[src/design/cbb_pkg.sv]
// Shared types, widths and codes for the clamped box blur unit.
// Used by cbb_ram users, cbb_div and clamped_box_blur_unit; no dependencies.
`timescale 1ns / 1ps

package cbb_pkg;

  // Largest integer of two, evaluated at elaboration
  function automatic int max_int(input int a, input int b);
    return (a > b) ? a : b;
  endfunction

  // Frame store size
  localparam int MAX_WIDTH  = 256;
  localparam int MAX_HEIGHT = 256;

  // Fixed field widths
  localparam int PIX_BITS      = 8;
  localparam int COORD_BITS    = 8;
  localparam int CFG_DIM_BITS  = 9;
  localparam int RADIUS_BITS   = 8;
  localparam int CFG_DATA_BITS = 9;
  localparam int CFG_IDX_BITS  = 2;
  localparam int NUM_CH        = 3;
  localparam int CH_BITS       = 2;
  localparam int PIXEL_BITS    = NUM_CH * PIX_BITS;

  // Derived widths
  localparam int STORE_DEPTH = MAX_WIDTH * MAX_HEIGHT;
  localparam int ADDR_BITS   = max_int(1, $clog2(STORE_DEPTH));
  localparam int SPAN_BITS   = max_int(max_int($clog2(MAX_WIDTH + 1), $clog2(MAX_HEIGHT + 1)),
                                       max_int(COORD_BITS + 1, CFG_DIM_BITS));
  localparam int CNT_BITS    = $clog2(STORE_DEPTH + 1);
  localparam int SUM_BITS    = CNT_BITS + PIX_BITS;
  localparam int STEP_BITS   = $clog2(PIX_BITS);

  // Configuration register indexes
  localparam logic [CFG_IDX_BITS-1:0] CFG_FRAME_WIDTH  = 2'd0;
  localparam logic [CFG_IDX_BITS-1:0] CFG_FRAME_HEIGHT = 2'd1;
  localparam logic [CFG_IDX_BITS-1:0] CFG_BLUR_RADIUS  = 2'd2;

  // Configuration reset values
  localparam logic [CFG_DIM_BITS-1:0] FRAME_WIDTH_RESET  = 9'd256;
  localparam logic [CFG_DIM_BITS-1:0] FRAME_HEIGHT_RESET = 9'd256;
  localparam logic [RADIUS_BITS-1:0]  BLUR_RADIUS_RESET  = 8'd1;

  // Command and status codes
  localparam logic CMD_LOAD   = 1'b0;
  localparam logic CMD_QUERY  = 1'b1;
  localparam logic STAT_OK    = 1'b0;
  localparam logic STAT_RANGE = 1'b1;

  // Channel slots, red first (red sits in the top byte of a stored pixel)
  localparam logic [CH_BITS-1:0] CH_RED   = 2'd0;
  localparam logic [CH_BITS-1:0] CH_GREEN = 2'd1;
  localparam logic [CH_BITS-1:0] CH_BLUE  = 2'd2;

  // Query sequencer states
  typedef enum logic [2:0] {
    S_IDLE,
    S_SETUP,
    S_WALK,
    S_DRAIN,
    S_DIV_START,
    S_DIV_WAIT,
    S_DONE
  } state_t;

  // Divider request and response
  typedef struct packed {
    logic                start;
    logic [SUM_BITS-1:0] dividend;
    logic [CNT_BITS-1:0] divisor;
  } div_req_t;

  typedef struct packed {
    logic                done;
    logic [PIX_BITS-1:0] quotient;
  } div_rsp_t;

endpackage

[src/design/cbb_div.sv]
// Restoring divider for one channel mean: one quotient bit per cycle.
// Depends on cbb_pkg; quotient is known to fit in one pixel byte.
`timescale 1ns / 1ps

module cbb_div (
  input  logic              clk,
  input  logic              rst,
  input  cbb_pkg::div_req_t req,
  output cbb_pkg::div_rsp_t rsp
);
  import cbb_pkg::*;

  localparam logic [STEP_BITS-1:0] STEP_LAST = STEP_BITS'(PIX_BITS - 1);

  logic                 busy;
  logic                 done;
  logic [STEP_BITS-1:0] step;
  logic [SUM_BITS-1:0]  rem;
  logic [SUM_BITS-1:0]  dsr;
  logic [PIX_BITS-1:0]  quot;

  // Track busy and pulse done after the last step
  always_ff @(posedge clk) begin
    if (rst) begin
      busy <= 1'b0;
      done <= 1'b0;
    end else begin
      done <= 1'b0;
      if (req.start) begin
        busy <= 1'b1;
      end else if (busy && step == STEP_LAST) begin
        busy <= 1'b0;
        done <= 1'b1;
      end
    end
  end

  // Compare and subtract the shifted divisor, one bit a cycle
  always_ff @(posedge clk) begin
    if (req.start) begin
      rem  <= req.dividend;
      dsr  <= SUM_BITS'(req.divisor) << (PIX_BITS - 1);
      quot <= '0;
      step <= '0;
    end else if (busy) begin
      if (rem >= dsr) begin
        rem  <= rem - dsr;
        quot <= {quot[PIX_BITS-2:0], 1'b1};
      end else begin
        quot <= {quot[PIX_BITS-2:0], 1'b0};
      end
      dsr  <= dsr >> 1;
      step <= step + 1'b1;
    end
  end

  assign rsp.done     = done;
  assign rsp.quotient = quot;

endmodule

[config.mk]
export PLATFORM = sky130hd
export DESIGN_NAME = cbb_div
export DESIGN_NICKNAME = d
export VERILOG_FILES = /design/src/design/cbb_pkg.sv /design/src/design/cbb_div.sv
export SDC_FILE = /design/constraint.sdc
export NUM_CORES = 1
export LEC_CHECK = 0
export BUFFER_PORTS_ARGS = -buffer_cell sky130_fd_sc_hd__clkbuf_2
export CELL_PAD_IN_SITES_DETAIL_PLACEMENT = 2
export CELL_PAD_IN_SITES_GLOBAL_PLACEMENT = 2
export CORE_MARGIN = 2
export CORE_UTILIZATION = 39
export DETAILED_ROUTE_END_ITERATION = 16
export PLACE_DENSITY = 0.87
export SLEW_MARGIN = 20
export SYNTH_ARGS = -nofsm -noshare
export SYNTH_HDL_FRONTEND = slang
export SYNTH_SLANG_ARGS = --single-unit
[constraint.sdc]
create_clock -name clk -period 6.89 [get_ports clk]
set_clock_uncertainty 0.1 [all_clocks]
set_input_delay 0.3445 -clock clk [delete_from_list [all_inputs] [get_ports clk]]
set_output_delay 0.3445 -clock clk [all_outputs]
set_load 0.05 [all_outputs]
==> metrics.md <==
| Metric | Value |
|---|---|
| Core footprint | `approximately 0.0098 mm²` |
| DRT Pass-1 Iters | `4` |
| Critical path class | `flop to flop` |
| Final GP Congestion | `~0.86` |
| Setup TNS Final | `0 ps` |
| DR vias/cell | `about 5.7` |
| Yosys top cell area share | `0.319` |
| # hold bufs at CTS | `0` |
| First-pass GRT wire length | `20800 µm` |
| Total Wirelength | `approximately 13000 µm` |
| Endpoints failing hold | `0` |
| Reg clk slew, reported paths | `about 70 ps` |
| Top cell type by total area after synthesis | `edfxtp_1` |
| Worst hold path cell count | `2` |
| R2R Setup Slk | `about 3400 ps` |
| Bufs on Longest Clock Path | `2` |
| Pint | `~0.92 mW` |
| Number of global-route vias before repair | `around 3800` |
| CTS sink cnt | `between 60 and 70` |
| CTS tree | `done` |
| Die W | `between 100 and 150 µm` |
| Die Y | `roughly 100 µm` |
| Syn avg cell area | `9.40 µm²` |
| Critical path peak fanout | `17` |
| Power Density | `336 mW/mm²` |
| Slew headroom | `0.390` |
| I/O Buffers | `53` |
| Initial antenna violation count | `0` |
| Net count after synthesis | `492` |
| Post-synth EDFFs | `42` |
| CTS buffer count | `9` |
| Register area | `~0.0017 mm²` |
| Max Clk Rate | `about 290 MHz` |
| Share of layout cells above drive strength 1 | `0.167` |
| Post-route DRC | `0` |
| Final Net Count | `roughly 540` |
| Sequential power share | `0.330` |
| Peak supply drop | `roughly 140 µV` |
| Period utilization | `0.507` |
| Final-layout fill cell count | `about 1100` |
| Gate Count Post-Synth | `420` |
| Final Critical Period | `approximately 3500 ps` |
| P_leak | `1.91 nW` |
| Psw | `roughly 0.6 mW` |
| Die footprint | `between 0.01 and 0.015 mm²` |
| # IOs | `54` |
| Startpoint types | `flop` |
| Area of the multi-input gates | `0.00208 mm²` |
| WL/cell | `~21 µm` |
| Overflow after GRT | `0` |
| CP Capture Type | `flop` |
| Comb pwr share | `0.437` |
| FP Rows | `36` |
| Synth cell count leaders | `42 x edfxtp_1, 38 x nand2_1, 37 x nor2_1` |
| Async S/R FF share, synth | `0` |
| Worst-skew pair later-pin latency | `350 ps` |
| # H-tree levels | `3` |
| Root buffer cell | `clkbuf_8` |
| Post_cts resized | `0` |
| Fin. max-slew vios | `0` |
| Status | `finished clean` |
| Placed wire-length estimate | `~9000 µm` |
| Synth Cell Area | `between 0.003 and 0.004 mm²` |
| Placed Area | `between 0.004 and 0.005 mm²` |
| Top-count cell post-synth | `edfxtp_1` |
| Crit path arrival time | `~3400 ps` |
| Worst-margin pin slew | `913 ps` |
| Post-CTS setup buffer count | `0` |
| Design area | `0.00454 mm²` |
| Vias | `3464` |
| Met2 routed WL | `about 6300 µm` |
| Largest net degree at the start of global routing | `79` |
| FF+latch count, synth | `62` |
| RSZ-0062 raised after global routing | `false` |
| Met1 Wirelength | `about 5600 µm` |
| Metal3 WL | `between 400 and 500 µm` |
| Predominant post-synthesis flop cell | `edfxtp_1` |
| Worst Hold Class | `primary input to flop` |
| Syn-to-layout area delta | `14.9%` |
| Unique masters post-synth | `55` |
| Worst reg2reg path startpoint | `rem[16]$_DFFE_PP_` |
| WP data required | `between 6000 and 7000 ps` |
| GRT Resource Usage Total | `0.241` |
| Switching Fraction | `0.397` |
| Initial Util | `0.402` |
| Worst hold start | `rst` |
| Detailed router's first-iteration violation count | `130` |
| Max Cap Viol | `0` |
| Reg-to-reg endpoint | `rem[20]$_DFFE_PP_` |
| Reg2reg path depth | `7` |
| Hold Path Sink | `busy$_SDFFE_PP0P_` |
| Detail Route Antenna Nets | `0` |
| Diode count | `0` |
| YS warnings | `0` |
| Final setup violation count | `0` |
| Post-synthesis sequential area ratio | `0.421` |
| Synth area leaders | `edfxtp_1 32%, dfxtp_1 10%, ha_1 8.2%, mux2i_1 4.6%, nand2_1 3.6%` |
| Clock power frac | `0.234` |
| Top sig layer | `met4` |
## worst max-delay path by stage
stage / startpoint / to / slack, ps / cells past startpoint
2_1_floorplan: rem[14]$_DFFE_PP_ / rem[0]$_DFFE_PP_ / 3110 / 7
3_3_place_gp: dsr[17]$_DFFE_PP_ / rem[19]$_DFFE_PP_ / 3530 / 8
3_5_place_dp: rem[16]$_DFFE_PP_ / rem[21]$_DFFE_PP_ / 3410 / 7
4_1_cts: rem[16]$_DFFE_PP_ / rem[21]$_DFFE_PP_ / 3400 / 7
5_1_grt: dsr[17]$_DFFE_PP_ / rem[21]$_DFFE_PP_ / 3150 / 8
6_report: rem[16]$_DFFE_PP_ / rem[20]$_DFFE_PP_ / 3400 / 7
## registers in the layout, summed over array words and instances (netlist names)
| signal | flops |
|---|---|
| done | 1 |
| busy | 1 |
| rem | 25 |
| dsr | 24 |
| step | 3 |
| quot | 8 |
## routing by layer
| metal | vias to the layer above | track usage |
|---|---|---|
| met3 | 22 | 0.0412 |
| met1 | 1734 | 0.301 |
| met2 | 78 | 0.423 |
| met4 | 0 | 0.0800 |
| met5 | - | 0 |
| li1 | 1630 | - |
## through the flow
step                      instances  total power [mW]  hold WS (ps)  utilization  setup WS (ps)
final                           605              1.52          95.1        0.462           3400
after detailed placement        589              1.15           395        0.441           3410
after floorplan                 420             0.972           317            -           3110
after CTS                       605              1.53          81.0        0.462           3400
after global routing            605              1.62          92.8        0.462           3150
after global placement          589              1.11           377        0.441           3530
## cell usage in the layout (no fill, tap or decap), types with 3 or more instances in the layout
cell,Yosys,layout
o211ai_1,3,3
o31ai_1,4,4
a41oi_1,3,3
o21bai_1,4,4
clkbuf_2,0,53
inv_1,35,35
a21oi_1,22,22
nor3_1,7,7
ha_1,26,26
mux2i_1,18,18
o22ai_1,4,4
edfxtp_1,42,42
a22o_1,16,16
xor2_1,8,8
nand3_1,8,8
and3_1,3,3
xnor2_1,6,6
a211oi_1,3,3
nor2_1,37,37
clkbuf_8,0,9
dfxtp_1,20,20
a21o_1,12,12
nor2b_1,3,3
buf_4,1,4
o21a_1,7,7
nand4_1,7,7
nand2_1,38,38
o21ai_1,13,13
o21ai_0,12,12
and2_1,4,4
## area by class of cell
cell class                      instances  area share
Clock buffer                           11      0.0290
Clock inverter                          5      0.0163
Inverter                               35      0.0290
Multi-Input combinational cell        302       0.458
Sequential cell                        62       0.366
Tap cell                              133      0.0367
Timing Repair Buffer                   57      0.0651
## kinds of logic after synthesis
logic type	share of synthesized area
AOI/OAI and AO/OA	0.222
and+or+nand+nor	0.138
DFF	0.421
buffers and inverters	0.0551
adders and majority gates	0.0874
muxes	0.0456
xor gates and xnor gates	0.0310
## power groups by stage
stage | registers [mW] | clock network (mW) | logic, mW
after floorplan | 0.505 | 0 | 0.467
after global placement | 0.504 | 0 | 0.604
final | 0.503 | 0.356 | 0.665
after global routing | 0.509 | 0.375 | 0.736
after detailed placement | 0.511 | 0 | 0.642
after CTS | 0.503 | 0.361 | 0.662
## critical path: stages (launching register included)
cell and delay [ps]:
edfxtp_1 400, ha_1 480, nand4_1 200, or4_4 550, o41ai_2 290, a41oi_1 120
a31oi_2 610, buf_4 400
Power figures use the tool's default switching activity.
